===== src/hrpc_pkg.sv =====
// Package for the HSV red pixel classifier.
// Holds widths, the threshold box table, pipeline payload types and latency.
// No dependencies.
package hrpc_pkg;

  localparam int CH_W      = 8;
  localparam int DEN_W     = 9;
  localparam int SQ_W      = 8;
  localparam int HQ_W      = 9;
  localparam int S_NUM_W   = 17;
  localparam int H_NUM_W   = 18;
  localparam int HH_W      = 12;
  localparam int E_W       = 9;
  localparam int NUM_BOXES = 9;
  localparam int HIT_W     = 8;
  localparam int HUE_MOD   = 180;
  localparam int DIV_STEPS = HQ_W;
  localparam int LATENCY   = 4 + DIV_STEPS + 2;

  typedef enum logic [1:0] {
    MAX_RED,
    MAX_GREEN,
    MAX_BLUE
  } max_sel_t;

  typedef struct packed {
    logic [CH_W-1:0] hlo;
    logic [CH_W-1:0] slo;
    logic [CH_W-1:0] vlo;
    logic [CH_W-1:0] hhi;
    logic [CH_W-1:0] shi;
    logic [CH_W-1:0] vhi;
  } box_t;

  localparam box_t BOXES [NUM_BOXES] = '{
    '{8'd0,   8'd25, 8'd98, 8'd11,  8'd39,  8'd144},
    '{8'd156, 8'd30, 8'd79, 8'd179, 8'd93,  8'd151},
    '{8'd0,   8'd25, 8'd60, 8'd35,  8'd40,  8'd75},
    '{8'd169, 8'd28, 8'd78, 8'd173, 8'd90,  8'd152},
    '{8'd157, 8'd28, 8'd58, 8'd177, 8'd78,  8'd81},
    '{8'd142, 8'd67, 8'd44, 8'd165, 8'd102, 8'd104},
    '{8'd0,   8'd50, 8'd50, 8'd10,  8'd255, 8'd255},
    '{8'd160, 8'd50, 8'd50, 8'd180, 8'd255, 8'd255},
    '{8'd110, 8'd30, 8'd75, 8'd160, 8'd75,  8'd120}
  };

  // State of the two restoring dividers, one quotient bit per stage.
  typedef struct packed {
    logic [DEN_W-1:0] rem_s;
    logic [SQ_W-1:0]  low_s;
    logic [SQ_W-1:0]  q_s;
    logic [DEN_W-1:0] den_s;
    logic [DEN_W-1:0] rem_h;
    logic [HQ_W-1:0]  low_h;
    logic [HQ_W-1:0]  q_h;
    logic [DEN_W-1:0] den_h;
    logic [CH_W-1:0]  v;
    logic             grey;
  } div_t;

endpackage


===== src/hrpc_front.sv =====
// Front end of the classifier: max/min search, hue offset and divider setup.
// Four register stages. Depends on hrpc_pkg.
module hrpc_front (
  input  logic          clk,
  input  logic          rst_n,
  input  logic          valid_i,
  input  logic [7:0]    blue_i,
  input  logic [7:0]    green_i,
  input  logic [7:0]    red_i,
  output logic          valid_o,
  output hrpc_pkg::div_t div_o
);
  import hrpc_pkg::*;

  logic [3:0] valid_r;

  logic [CH_W-1:0] b1_r, g1_r, r1_r, mx1_r, mn1_r;
  logic [CH_W-1:0] mx1_nxt, mn1_nxt;
  max_sel_t        sel1_r, sel1_nxt;

  logic [CH_W-1:0] d2_r, mx2_r, d2_nxt;
  logic [E_W-1:0]  e2_r, e2_nxt;
  max_sel_t        sel2_r;

  logic [HH_W-1:0]    hh3_r, hh3_nxt;
  logic [HH_W-1:0]    base3;
  logic [HH_W:0]      hh3_full;
  logic [CH_W-1:0]    d3_r, mx3_r;
  logic [S_NUM_W-1:0] ns3_r, ns3_nxt;

  logic [H_NUM_W-1:0] nh4;
  div_t               div4_r, div4_nxt;

  always_comb begin
    mx1_nxt = red_i;
    if (green_i > mx1_nxt) mx1_nxt = green_i;
    if (blue_i > mx1_nxt) mx1_nxt = blue_i;
    mn1_nxt = red_i;
    if (green_i < mn1_nxt) mn1_nxt = green_i;
    if (blue_i < mn1_nxt) mn1_nxt = blue_i;
    if (mx1_nxt == red_i) begin
      sel1_nxt = MAX_RED;
    end else if (mx1_nxt == green_i) begin
      sel1_nxt = MAX_GREEN;
    end else begin
      sel1_nxt = MAX_BLUE;
    end
  end

  always_comb begin
    d2_nxt = mx1_r - mn1_r;
    case (sel1_r)
      MAX_RED:   e2_nxt = {1'b0, g1_r} - {1'b0, b1_r};
      MAX_GREEN: e2_nxt = {1'b0, b1_r} - {1'b0, r1_r};
      MAX_BLUE:  e2_nxt = {1'b0, r1_r} - {1'b0, g1_r};
      default:   e2_nxt = '0;
    endcase
  end

  always_comb begin
    case (sel2_r)
      MAX_RED:   base3 = HH_W'(d2_r) * HH_W'(6);
      MAX_GREEN: base3 = HH_W'(d2_r) * HH_W'(8);
      MAX_BLUE:  base3 = HH_W'(d2_r) * HH_W'(10);
      default:   base3 = '0;
    endcase
    hh3_full = {1'b0, base3} + {{(HH_W + 1 - E_W){e2_r[E_W-1]}}, e2_r};
    hh3_nxt  = hh3_full[HH_W-1:0];
    ns3_nxt  = S_NUM_W'(d2_r) * S_NUM_W'(510) + S_NUM_W'(mx2_r);
  end

  always_comb begin
    nh4            = H_NUM_W'(hh3_r) * H_NUM_W'(60) + H_NUM_W'(d3_r);
    div4_nxt.rem_s = ns3_r[S_NUM_W-1:SQ_W];
    div4_nxt.low_s = ns3_r[SQ_W-1:0];
    div4_nxt.q_s   = '0;
    div4_nxt.den_s = {mx3_r, 1'b0};
    div4_nxt.rem_h = nh4[H_NUM_W-1:HQ_W];
    div4_nxt.low_h = nh4[HQ_W-1:0];
    div4_nxt.q_h   = '0;
    div4_nxt.den_h = {d3_r, 1'b0};
    div4_nxt.v     = mx3_r;
    div4_nxt.grey  = (d3_r == '0);
  end

  always_ff @(posedge clk) begin
    if (!rst_n) begin
      valid_r <= '0;
    end else begin
      valid_r <= {valid_r[2:0], valid_i};
    end
  end

  always_ff @(posedge clk) begin
    b1_r   <= blue_i;
    g1_r   <= green_i;
    r1_r   <= red_i;
    mx1_r  <= mx1_nxt;
    mn1_r  <= mn1_nxt;
    sel1_r <= sel1_nxt;
    d2_r   <= d2_nxt;
    e2_r   <= e2_nxt;
    mx2_r  <= mx1_r;
    sel2_r <= sel1_r;
    hh3_r  <= hh3_nxt;
    d3_r   <= d2_r;
    mx3_r  <= mx2_r;
    ns3_r  <= ns3_nxt;
    div4_r <= div4_nxt;
  end

  assign valid_o = valid_r[3];
  assign div_o   = div4_r;

endmodule


===== src/hrpc_div_step.sv =====
// One restoring division step for the saturation and hue dividers.
// One hue quotient bit per stage; one saturation bit if STEP_S. Depends on hrpc_pkg.
module hrpc_div_step #(
  parameter bit STEP_S = 1'b1
) (
  input  logic           clk,
  input  logic           rst_n,
  input  logic           valid_i,
  input  hrpc_pkg::div_t div_i,
  output logic           valid_o,
  output hrpc_pkg::div_t div_o
);
  import hrpc_pkg::*;

  logic             valid_r;
  div_t             div_r, div_nxt;
  logic [DEN_W:0]   cat_s, sub_s, cat_h, sub_h;
  logic             ge_s, ge_h;

  always_comb begin
    div_nxt = div_i;
    cat_s   = {div_i.rem_s, div_i.low_s[SQ_W-1]};
    sub_s   = cat_s - {1'b0, div_i.den_s};
    ge_s    = (cat_s >= {1'b0, div_i.den_s});
    cat_h   = {div_i.rem_h, div_i.low_h[HQ_W-1]};
    sub_h   = cat_h - {1'b0, div_i.den_h};
    ge_h    = (cat_h >= {1'b0, div_i.den_h});
    if (STEP_S) begin
      div_nxt.rem_s = ge_s ? sub_s[DEN_W-1:0] : cat_s[DEN_W-1:0];
      div_nxt.q_s   = {div_i.q_s[SQ_W-2:0], ge_s};
      div_nxt.low_s = {div_i.low_s[SQ_W-2:0], 1'b0};
    end
    div_nxt.rem_h = ge_h ? sub_h[DEN_W-1:0] : cat_h[DEN_W-1:0];
    div_nxt.q_h   = {div_i.q_h[HQ_W-2:0], ge_h};
    div_nxt.low_h = {div_i.low_h[HQ_W-2:0], 1'b0};
  end

  always_ff @(posedge clk) begin
    if (!rst_n) begin
      valid_r <= 1'b0;
    end else begin
      valid_r <= valid_i;
    end
  end

  always_ff @(posedge clk) begin
    div_r <= div_nxt;
  end

  assign valid_o = valid_r;
  assign div_o   = div_r;

endmodule


===== src/hrpc_classify.sv =====
// Back end of the classifier: hue wrap, zero cases and threshold box tests.
// Two register stages, the second is the output register. Depends on hrpc_pkg.
module hrpc_classify (
  input  logic           clk,
  input  logic           rst_n,
  input  logic           valid_i,
  input  hrpc_pkg::div_t div_i,
  output logic           valid_o,
  output logic           is_red_o,
  output logic [7:0]     box_hits_o,
  output logic [7:0]     hue_value_o
);
  import hrpc_pkg::*;

  logic [1:0]      valid_r;
  logic [HQ_W-1:0] t_wrap;
  logic [CH_W-1:0] h_r, s_r, v_r, h_nxt, s_nxt;
  logic [NUM_BOXES-1:0] hit;
  logic            is_red_r;
  logic [HIT_W-1:0] hits_r;
  logic [CH_W-1:0] hue_r;

  always_comb begin
    t_wrap = (div_i.q_h >= HQ_W'(HUE_MOD)) ? div_i.q_h - HQ_W'(HUE_MOD) : div_i.q_h;
    h_nxt  = div_i.grey ? '0 : t_wrap[CH_W-1:0];
    s_nxt  = (div_i.v == '0) ? '0 : div_i.q_s;
  end

  always_comb begin
    for (int k = 0; k < NUM_BOXES; k++) begin
      hit[k] = (h_r >= BOXES[k].hlo) && (h_r <= BOXES[k].hhi) &&
               (s_r >= BOXES[k].slo) && (s_r <= BOXES[k].shi) &&
               (v_r >= BOXES[k].vlo) && (v_r <= BOXES[k].vhi);
    end
  end

  always_ff @(posedge clk) begin
    if (!rst_n) begin
      valid_r <= '0;
    end else begin
      valid_r <= {valid_r[0], valid_i};
    end
  end

  always_ff @(posedge clk) begin
    h_r      <= h_nxt;
    s_r      <= s_nxt;
    v_r      <= div_i.v;
    is_red_r <= |hit;
    hits_r   <= hit[HIT_W-1:0];
    hue_r    <= h_r;
  end

  assign valid_o     = valid_r[1];
  assign is_red_o    = is_red_r;
  assign box_hits_o  = hits_r;
  assign hue_value_o = hue_r;

endmodule


===== src/hsv_red_pixel_classifier.sv =====
// A pixel passes front end, divider steps and classify stages to out_valid.
// Throughput: one pixel per cycle; busy stays low, the pipeline never stalls.
// The depth is set by the two restoring dividers, one quotient bit per stage.
// Reset (rst_n low, synchronous) clears all stage valid bits; pixels accepted
// before reset are dropped and their results are never strobed.
module hsv_red_pixel_classifier (
  input  logic       clk,
  input  logic       rst_n,
  input  logic       start,
  output logic       busy,
  input  logic [7:0] in_blue,
  input  logic [7:0] in_green,
  input  logic [7:0] in_red,
  output logic       out_valid,
  output logic       out_is_red,
  output logic [7:0] out_box_hits,
  output logic [7:0] out_hue_value
);
  import hrpc_pkg::*;

  logic valid_q [DIV_STEPS+1];
  div_t div_q   [DIV_STEPS+1];

  assign busy = 1'b0;

  hrpc_front u_front (
    .clk     (clk),
    .rst_n   (rst_n),
    .valid_i (start & ~busy),
    .blue_i  (in_blue),
    .green_i (in_green),
    .red_i   (in_red),
    .valid_o (valid_q[0]),
    .div_o   (div_q[0])
  );

  for (genvar i = 0; i < DIV_STEPS; i++) begin : g_div
    hrpc_div_step #(
      .STEP_S (i < SQ_W)
    ) u_step (
      .clk     (clk),
      .rst_n   (rst_n),
      .valid_i (valid_q[i]),
      .div_i   (div_q[i]),
      .valid_o (valid_q[i+1]),
      .div_o   (div_q[i+1])
    );
  end

  hrpc_classify u_classify (
    .clk         (clk),
    .rst_n       (rst_n),
    .valid_i     (valid_q[DIV_STEPS]),
    .div_i       (div_q[DIV_STEPS]),
    .valid_o     (out_valid),
    .is_red_o    (out_is_red),
    .box_hits_o  (out_box_hits),
    .hue_value_o (out_hue_value)
  );

endmodule


===== config.mk =====
export PLATFORM = sky130hd
export DESIGN_NAME = hsv_red_pixel_classifier
export DESIGN_NICKNAME = d
export VERILOG_FILES = /design/src/hrpc_pkg.sv /design/src/hrpc_front.sv /design/src/hrpc_div_step.sv /design/src/hrpc_classify.sv /design/src/hsv_red_pixel_classifier.sv
export SDC_FILE = /design/constraint.sdc
export NUM_CORES = 1
export LEC_CHECK = 0
export ABC_AREA = 1
export BUFFER_PORTS_ARGS = -buffer_cell sky130_fd_sc_hd__clkbuf_2
export CAP_MARGIN = 25
export CORE_MARGIN = 2
export CORE_UTILIZATION = 55
export DETAILED_ROUTE_END_ITERATION = 6
export PLACE_DENSITY = 0.81
export SYNTH_ARGS = -nofsm -noshare
export SYNTH_HDL_FRONTEND = slang
export SYNTH_SLANG_ARGS = --single-unit

===== constraint.sdc =====
create_clock -name clk -period 7 [get_ports clk]
set_input_delay 0.35 -clock clk [delete_from_list [all_inputs] [get_ports clk]]
set_output_delay 0.35 -clock clk [all_outputs]
set_load 0.03 [all_outputs]

Word level (Yosys, flattened, before mapping)
Cells that the tools add are included.
{ "word_totals": {"ramBits": 0, "elab_cells": 285, "latch_bits": 0, "mem_bits_ro": 0, "n_memories": 0, "regBits": 655, "out_inout_bits": 19, "inputBits": 27} }
{ "classes": {"n_lt_le_gt_ge": 67, "bitwise_logic": 0, "n_shift": 0, "reduce_logical": 50, "addsub": 23, "n_mul": 4, "div_mod_pow": 0, "eq_ne": 6, "muxes": 23} }
{ "op_table": {"columns": ["cell", "count"], "rows": [
  ["$ge A10 B9 Y1", 17],
  ["$mux W9", 15],
  ["$sub A9 B9 Y9", 15],
  ["$le A8 B8 Y1 const B", 11],
  ["$le A8 B7 Y1 const B", 9],
  ["$ge A8 B7 Y1 const B", 6],
  ["$logic_and A1 B1 Y1", 45],
  ["$ge A8 B6 Y1 const B", 5],
  ["$ge A8 B8 Y1 const B", 5],
  ["$mux W8", 5],
  ["$pmux W12 S3", 1],
  ["$pmux W9 S3", 1],
  ["$sub A8 B8 Y9", 3],
  ["$ge A8 B5 Y1 const B", 3],
  ["$le A8 B6 Y1 const B", 3],
  ["$add A18 B8 Y18", 1],
  ["$add A17 B8 Y17", 1],
  ["$eq A8 B8 Y1", 2],
  ["$gt A8 B8 Y1", 2],
  ["$le A8 B4 Y1 const B", 2],
  ["$logic_not A8 Y1", 2],
  ["$lt A8 B8 Y1", 2],
  ["$mul A12 B4 Y16 const B", 1],
  ["$mul A8 B8 Y16 const B", 1],
  ["other kinds (12)", 15]
]} }

Logic depth before layout (Yosys ltp)
Gate-level depths: netlist of run 1.
{ "logic_depth": {"ltp_word": 7, "mapped_depth": 30, "mapped_depth_nobuf": 29} }

Modules after synthesis
A second synthesis of run 1 with hierarchy kept.
{ "unflattened": {"hier_cells": 4652, "hier_area_um2": 39182.6} }
{ "modules_own_cells": {"columns": ["module", "n_inst", "cells_per_inst", "area_each_um2", "seq_area_each_um2"], "rows": [
  ["hrpc_div_step (g_div[0].u_step ...)", 8, 335, 2906.5, 1561.5],
  ["hrpc_front", 1, 1376, 11350.9, 3323.2],
  ["hrpc_classify", 1, 385, 2306.0, 860.8],
  ["hrpc_div_step (g_div[8].u_step)", 1, 209, 2262.2, 1581.5],
  ["hsv_red_pixel_classifier", 1, 2, 11.3, 0.0]
]} }

Least setup slack after synthesis of run 1
OpenSTA, ideal clock, no wires.
{ "synth_path": {"path_type": "register to register", "startpoint": "register u_front.d2_r[2]", "endpoint": "register u_front.ns3_r[14]", "path_buffers": 0, "setup_ps": 127, "required_time_ps": 6873, "arrival_time_ps": 4193, "synth_period_minus_slack_ps": 4319, "slack_ps": 2681, "path_stages_with_launch": 22, "path_cell_list": "dfxtp_1 -> fa_1 -> inv_1 -> fa_1 -> inv_1 -> ha_1 -> inv_1 -> fa_1 -> inv_1 -> ha_1 -> a21oi_1 -> nand2_1 -> xor2_1 -> ha_1 -> nand2_1 -> o21ai_0 -> a21oi_1 -> nor2_1 -> nand3_1 -> nor2_2 -> nand2_1 -> xor2_1"} }
{ "synth_via": {"elab_chain_len": 2} }
{ "synth_lines": {"columns": ["item", "line_no", "rtl"], "rows": [
  ["start: declaration", "hrpc_front.sv:21", "logic [CH_W-1:0] d2_r, mx2_r, d2_nxt;"],
  ["start signal: assignment", "hrpc_front.sv:101", "d2_r <= d2_nxt;"],
  ["$mul A8 B8 Y16", "hrpc_front.sv:69", "ns3_nxt = S_NUM_W'(d2_r) * S_NUM_W'(510) + S_NUM_W'(mx2_r);"],
  ["$add A17 B8 Y17", "hrpc_front.sv:69", null],
  ["net u_front.ns3_nxt[14]", "hrpc_front.sv:29", "logic [S_NUM_W-1:0] ns3_r, ns3_nxt;"],
  ["end signal: assignment", "hrpc_front.sv:108", "ns3_r <= ns3_nxt;"],
  ["end: declaration", "hrpc_front.sv:29", null]
]} }
The timed path passes the listed nets, and every way through them passes these cells.
A chain may end at the register's enable or synchronous reset.

Worst setup path after layout of run 1
Ends and elaborated chain as after synthesis.

==> impl_metrics.py, run 1 <==
metrics = {
    "outcome": {
        "outcome": "completed",
    },
    "sta": {
        "setup_viol": 0,
        "fin_tns_setup_ns": 0,
        "fmax_mhz": 207,
        "rsz0062_at_grt": "false",
        "post-route-period-util": 0.689,
        "min_period_ns": 4.82,
        "tightestPinTransition_ns": 0.965,
        "slew_headroom": 0.355,
        "maxSlewViolCount": 0,
        "skew_ns": 0.0109,
        "hold_viol": 0,
    },
    "finish": {
        "layoutNonFillerInstCount": 3945,
        "fillCellCount": 3961,
        "fin_nets": 3610,
        "syn_to_final_growth_pct": 12.0,
        "drive_gt1_frac": 0.0608,
        "multi_input_area_um2": 13300,
        "antenna_cells": 0,
        "register_area_um2": 12600,
    },
    "setup_path": {
        "crit_start": "u_front.d2_r[2]",
        "cp_top_family": "adder cells",
        "cp.buffers_inverters": 4,
        "cp-start-kind": "flip-flop",
        "slowest_delay_ns": 0.61,
        "crit_fanout": 10,
        "crit_chain": "fa_1 -> inv_1 -> fa_1 -> inv_1 -> ha_1 -> inv_1 -> fa_1 -> inv_1 -> ha_1 -> a21oi_1 -> nand2_1 -> xor2_1 -> ha_1 -> nand2_1 -> o21ai_0 -> a21oi_1 -> nor2_1 -> nand3_1 -> nor2_2 -> nand2_1 -> xor2_1",
        "r2r-start": "u_front.d2_r[2]",
        "rrSetupSlack_ns": 2.18,
        "r2r_cells": 21,
        "critPathCaptureType": "flip-flop",
        "crit_top_cell": "inv_1",
        "path_class": "flip-flop to flip-flop",
        "arrival_ns": 5.32,
        "cp_slowest_cell": "dfxtp_1",
        "reg2reg_to": "u_front.ns3_r[14]",
        "crit_required_ns": 7.49,
    },
    "global_routing": {
        "grt_max_degree": 32,
        "grt.total_usage": 0.204,
        "grt_first_pass_wirelength_um": 90200,
        "antenna_found_initial": 0,
        "overflow": 0,
        "grt_pass1_vias": 20100,
    },
    "cts": {
        "cts_buffers": 59,
        "clock_latency_ns": 0.63,
        "clk_pin_slew_ns": 0.06,
        "clockRootBuffer": "clkbuf_16",
        "cts.repair.resized": 0,
        "htreeDepth": 2,
        "cts_tree": "built",
        "clockBufferDepth": 3,
        "numClockSinks": 628,
    },
    "floorplanning": {
        "die_w_um": 229,
        "placementRows": 82,
        "ios": 46,
        "initial_core_util": 0.556,
        "dieArea_um2": 52300,
        "dieHeight_um": 229,
        "core_um2": 50000,
    },
    "min_path": {
        "whs_path_depth": 3,
        "min_from": "rst_n",
        "min_to": "u_classify.valid_r[0]",
        "hp-class": "input port to flip-flop",
    },
    "logic_synthesis": {
        "synth_async_sr_flop_share": 0,
        "synth_flop_cell": "dfxtp_1",
        "synth.top_cell.area_share": 0.452,
        "postSynthNetCount": 3508,
        "synth_edf_count": 0,
        "synth-seq-cells": 628,
        "synth_seq_area_share": 0.452,
        "yosys.area.top_type": "dfxtp_1",
        "syn_inst": 3121,
        "yosys-top-cells-area": "dfxtp_1 (45%), ha_1 (13%), inv_1 (6.5%), nand2_1 (6.4%), fa_1 (5.3%)",
        "yosysUniqueCellTypes": 51,
        "synth_warnings": 0,
        "syn-cell-area_um2": 27800,
        "syn_avg_cell_area_um2": 8.90,
    },
    "placed_design": {
        "dp_cells": 3809,
        "portBuffers": 44,
        "dp.final_hpwl_um": 37900,
        "gp_congestion": 0.936,
    },
    "route": {
        "avgViaCountPerCell": 5.08,
        "route.detailed.drc": 0,
        "dr.pass1.iters": 5,
        "vias": 20100,
        "wl_per_cell_um": 13.3,
        "drt_iter0_markers": 1057,
        "postRouteAntennaNets": 0,
        "wl_um": 52600,
    },
    "job": {
        "maxCapViolations": 0,
    },
}
area by class of cell:
class                   instances  area share
inverters                     479      0.0578
flip-flops and latches        628       0.404
clock buffers                  73      0.0520
repair buffers                 69      0.0151
multi-input cells            1986       0.426
clock inverters                38      0.0176
well taps                     672      0.0270
timing repair:
| item | 4_1_cts | 5_1_grt |
|---|---|---|
| hold endpoints to repair | 25 | 0 |
| hold buffers | 25 | 0 |
| buffers inserted | 0 | 0 |
metrics by stage:
stage	cell area [µm²]	util	setup WS (ns)	hold WS (ns)
after floorplan	27800	-	2.68	0.310
after global placement	28700	0.574	2.40	0.309
after detailed placement	28700	0.574	2.28	0.312
after CTS	31100	0.623	2.19	0.0621
after global routing	31100	0.623	1.85	0.100
final	31100	0.623	2.18	0.0890
routing by layer:
layer | vias to the layer above | track usage | part of all wire
met4 | 0 | 0.0806 | 0.036
met1 | 9201 | 0.232 | 0.41
met3 | 136 | 0.0349 | 0.044
met5 | - | 0 | 0
li1 | 10300 | - | -
met2 | 442 | 0.378 | 0.51
state kept, by name, indices dropped and copies added (netlist names), 9 cells and up:
signal and count:
u_front.e2_r 9, u_front.hh3_r 12, g_div.u_step.valid_o 9, u_front.div_o 49
g_div.u_step.div_o 410, u_front.ns3_r 16
placed cells by master, fill, tap and decap left out, types with 13 or more instances in the layout:
cell / count
a21oi_1: 281
clkbuf_16: 59
clkbuf_2: 44
clkinv_2: 13
dfxtp_1: 628
dlygate4sd3_1: 25
fa_1: 73
ha_1: 287
inv_1: 478
nand2_1: 471
nand2_2: 13
nand3_1: 141
nand4_1: 22
nor2_1: 301
nor3_1: 22
o211ai_1: 20
o21ai_0: 87
xnor2_1: 61
xor2_1: 86
how the worst max path moves through the flow:
stage | endpoint | slack [ns] | depth (start not counted)
2_1_floorplan | u_front.ns3_r[14] | 2.68 | 21
3_3_place_gp | u_front.ns3_r[14] | 2.40 | 21
3_5_place_dp | u_front.ns3_r[14] | 2.28 | 21
4_1_cts | u_front.ns3_r[14] | 2.19 | 21
5_1_grt | u_front.ns3_r[14] | 1.85 | 21
6_report | u_front.ns3_r[14] | 2.18 | 21
worst min-delay path, stage by stage:
cell,delay (ns)
clkbuf_2,0.20
nand2_1,0.10
inv_1,0.03
cells by family (layout without fill, tap and decap cells):
family | after synthesis | count (layout) | synth area share
compound gates | 458 | 458 | 0.0907
xor+xnor | 152 | 152 | 0.0501
fa+ha+maj | 360 | 360 | 0.182
buf+inv | 507 | 659 | 0.0702
flops | 628 | 628 | 0.452
other cells | 1 | 1 | 0.000135
simple gates | 1015 | 1015 | 0.155
Yosys cell counts, types with 3 or more instances:
cell        n
o21ai_0    87
o21ai_1     4
o21bai_1    7
xor2_2      3
nor2_2      4
fa_1       73
nor3_1     22
xnor2_1    61
nand3_2    12
nand3b_1    5
buf_4       3
or2_2       6
ha_1      287
nand4_1    22
clkbuf_1    5
o211ai_1   20
nand3_1   141
nor4_1      8
nor2_1    301
a21oi_1   281
nand2_2    13
xor2_1     86
nand2_1   471
a21o_1     10
inv_1     478
buf_2      18
a31oi_1     8
o22ai_1     5
o221ai_1   11
o31ai_1     5
a211oi_1   10
dfxtp_1   628
Power of run 1 is not shown: default switching activity piles up to over one toggle a cycle in this logic, so the estimate is an artifact.
==> run 2, diff against run 1 <==
PLACE_DENSITY = 0.84   (was 0.81)
clock period = 4.1 ns   (was 7 ns; I/O delays follow)
==> run 2 against run 1 <==
Net effect: sequential share of layout area down 1.2 points; cell count increased by 1.5%; clock-buffer cell count unchanged; flip-flop and latch count did not move; the flow now finishes with violations (negative setup slack); core utilization grew 1.9 points.
==> impl_metrics.py, run 2 (synthesis results as in run 1) <==
metrics = {
    "setup_path": {
        "crit_chain": "fa_2 -> buf_6 -> fa_1 -> fa_1 -> inv_1 -> fa_1 -> inv_2 -> ha_4 -> a21oi_4 -> o21ai_4 -> a21oi_4 -> buf_12 -> o21ai_4 -> xnor2_2 -> nor2_2 -> nand3_1 -> nand3_1 -> nand2_1",
        "path_class": "flip-flop to flip-flop",
        "crit_required_ns": 4.60,
        "cp_slowest_cell": "fa_1",
        "crit_top_cell": "fa_1",
        "cp-start-kind": "flip-flop",
        "worst-path-stages": 18,
        "crit_start": "u_front.d2_r[2]",
        "r2r-start": "u_front.d2_r[2]",
        "r2r_cells": 18,
        "arrival_ns": 4.74,
        "endpoint": "u_front.ns3_r[15]",
        "reg2reg_to": "u_front.ns3_r[15]",
        "slowest_delay_ns": 0.52,
        "cp_top_family": "adder cells",
        "rrSetupSlack_ns": -0.15,
        "critPathCaptureType": "flip-flop",
        "crit_fanout": 4,
        "cp.buffers_inverters": 4,
    },
    "global_routing": {
        "antenna_found_initial": 0,
        "overflow": 0,
        "grt_pass1_vias": 21200,
        "grt_max_degree": 31,
        "grt.total_usage": 0.216,
        "grt_first_pass_wirelength_um": 95100,
    },
    "route": {
        "route.detailed.drc": 0,
        "drt_iter0_markers": 1372,
        "vias": 21000,
        "avgViaCountPerCell": 5.23,
        "wl_per_cell_um": 14.8,
        "wl_um": 59400,
        "postRouteAntennaNets": 0,
        "dr.pass1.iters": 6,
    },
    "finish": {
        "antenna_cells": 0,
        "finalInstanceArea_um2": 32100,
        "layoutNonFillerInstCount": 4004,
        "syn_to_final_growth_pct": 15.4,
        "fin_nets": 3668,
        "register_area_um2": 12600,
        "multi_input_area_um2": 13600,
        "mostFrequentLayoutCells": "dfxtp_1 (621), inv_1 (467), nand2_1 (465), nor2_1 (294), ha_1 (278)",
        "mostFrequentLayoutCell": "dfxtp_1",
        "drive_gt1_frac": 0.0987,
        "largest_reg_flops": 410,
        "fillCellCount": 3690,
    },
    "placed_design": {
        "portBuffers": 44,
        "gp_congestion": 0.924,
        "place_area_um2": 29100,
        "dp.final_hpwl_um": 39400,
        "dp_cells": 3855,
    },
    "floorplanning": {
        "initial_core_util": 0.556,
        "dieHeight_um": 229,
        "core_um2": 50000,
        "die_w_um": 229,
        "ios": 46,
        "placementRows": 82,
        "dieArea_um2": 52300,
    },
    "sta": {
        "rsz0062_at_grt": "true",
        "min_period_ns": 4.25,
        "fmax_mhz": 236,
        "tightestPinTransition_ns": 0.640,
        "fin_tns_setup_ns": -0.629,
        "post-route-period-util": 1.04,
        "setup_viol": 6,
        "slew_headroom": 0.572,
        "whs_ns": 0.297,
        "maxSlewViolCount": 0,
        "setup_slack_ns": -0.146,
        "skew_ns": 0.0359,
        "hold_viol": 0,
    },
    "job": {
        "maxCapViolations": 0,
    },
    "outcome": {
        "outcome": "finished, violations left",
        "violations": "negative setup slack",
    },
    "min_path": {
        "min_from": "u_front.ns3_r[3]",
        "hp-class": "flip-flop to flip-flop",
    },
    "cts": {
        "clk_pin_slew_ns": 0.06,
        "numClockSinks": 628,
        "clockBufferDepth": 3,
        "cts_tree": "built",
        "cts_buffers": 60,
        "clockRootBuffer": "clkbuf_16",
        "htreeDepth": 2,
        "clock_latency_ns": 0.63,
    },
}
run 2: cell types whose count changed in the layout (fill, tap and decap cells not counted), sizes merged:
cell         change
inv              +5
dlygate4sd3      +2
clkinvlp         +5
bufinv           +1
clkinv           -9
buf             +55
run 2: worst min-delay path by stage:
stage,endpoint,cells after the start
after CTS,u_front.r1_r[1],2
after global placement,g_div[6].u_step.div_o[59],0
after global routing,u_front.div_o[65],0
after floorplan,u_front.b1_r[0],0
after detailed placement,g_div[0].u_step.div_o[35],0
final,u_front.div_o[65],0
run 2: what timing repair did:
| action | CTS | global route |
|---|---|---|
| buffers inserted | 1 | 10 |
| endpoints found under the setup margin | 6 | 7 |
| pin swaps | 20 | 35 |
| resized for setup | 27 | 47 |
| hold endpoints to repair | 47 | 0 |
| hold buffers | 27 | 0 |
run 2: metal layers:
layer,vias up,global-route usage,wire length (µm)
li1,10400,-,-
met1,9744,0.240,23200
met2,628,0.406,31100
met3,204,0.0303,2730
met4,0,0.0962,2370
met5,-,0,0
run 2: final cells by class:
type | count | share of cell area
clock buffer | 73 | 0.0527
timing repair buffer | 126 | 0.0288
multi-input combinational | 1986 | 0.425
clock inverter | 40 | 0.0190
tap | 672 | 0.0262
inverter | 479 | 0.0561
sequential | 628 | 0.393
run 2: worst reg2reg max path, cell delays in order, from the launching register on:
cell     delay, ns
dfxtp_4       0.38
fa_2          0.47
buf_6         0.14
fa_1          0.48
fa_1          0.51
inv_1         0.06
fa_1          0.52
inv_2         0.06
ha_4          0.26
a21oi_4       0.17
o21ai_4       0.09
a21oi_4       0.14
buf_12        0.14
o21ai_4       0.07
xnor2_2       0.19
nor2_2        0.18
nand3_1       0.13
nand3_1       0.10
nand2_1       0.05
run 2: metrics by stage:
step	worst slack, ns	util
floorplan	0.000606	-
global placement	-0.114	0.582
detailed placement	-0.195	0.582
CTS	0.000102	0.636
global route	-0.291	0.642
finish	-0.146	0.642
Power of run 2 is left out for the same reason.
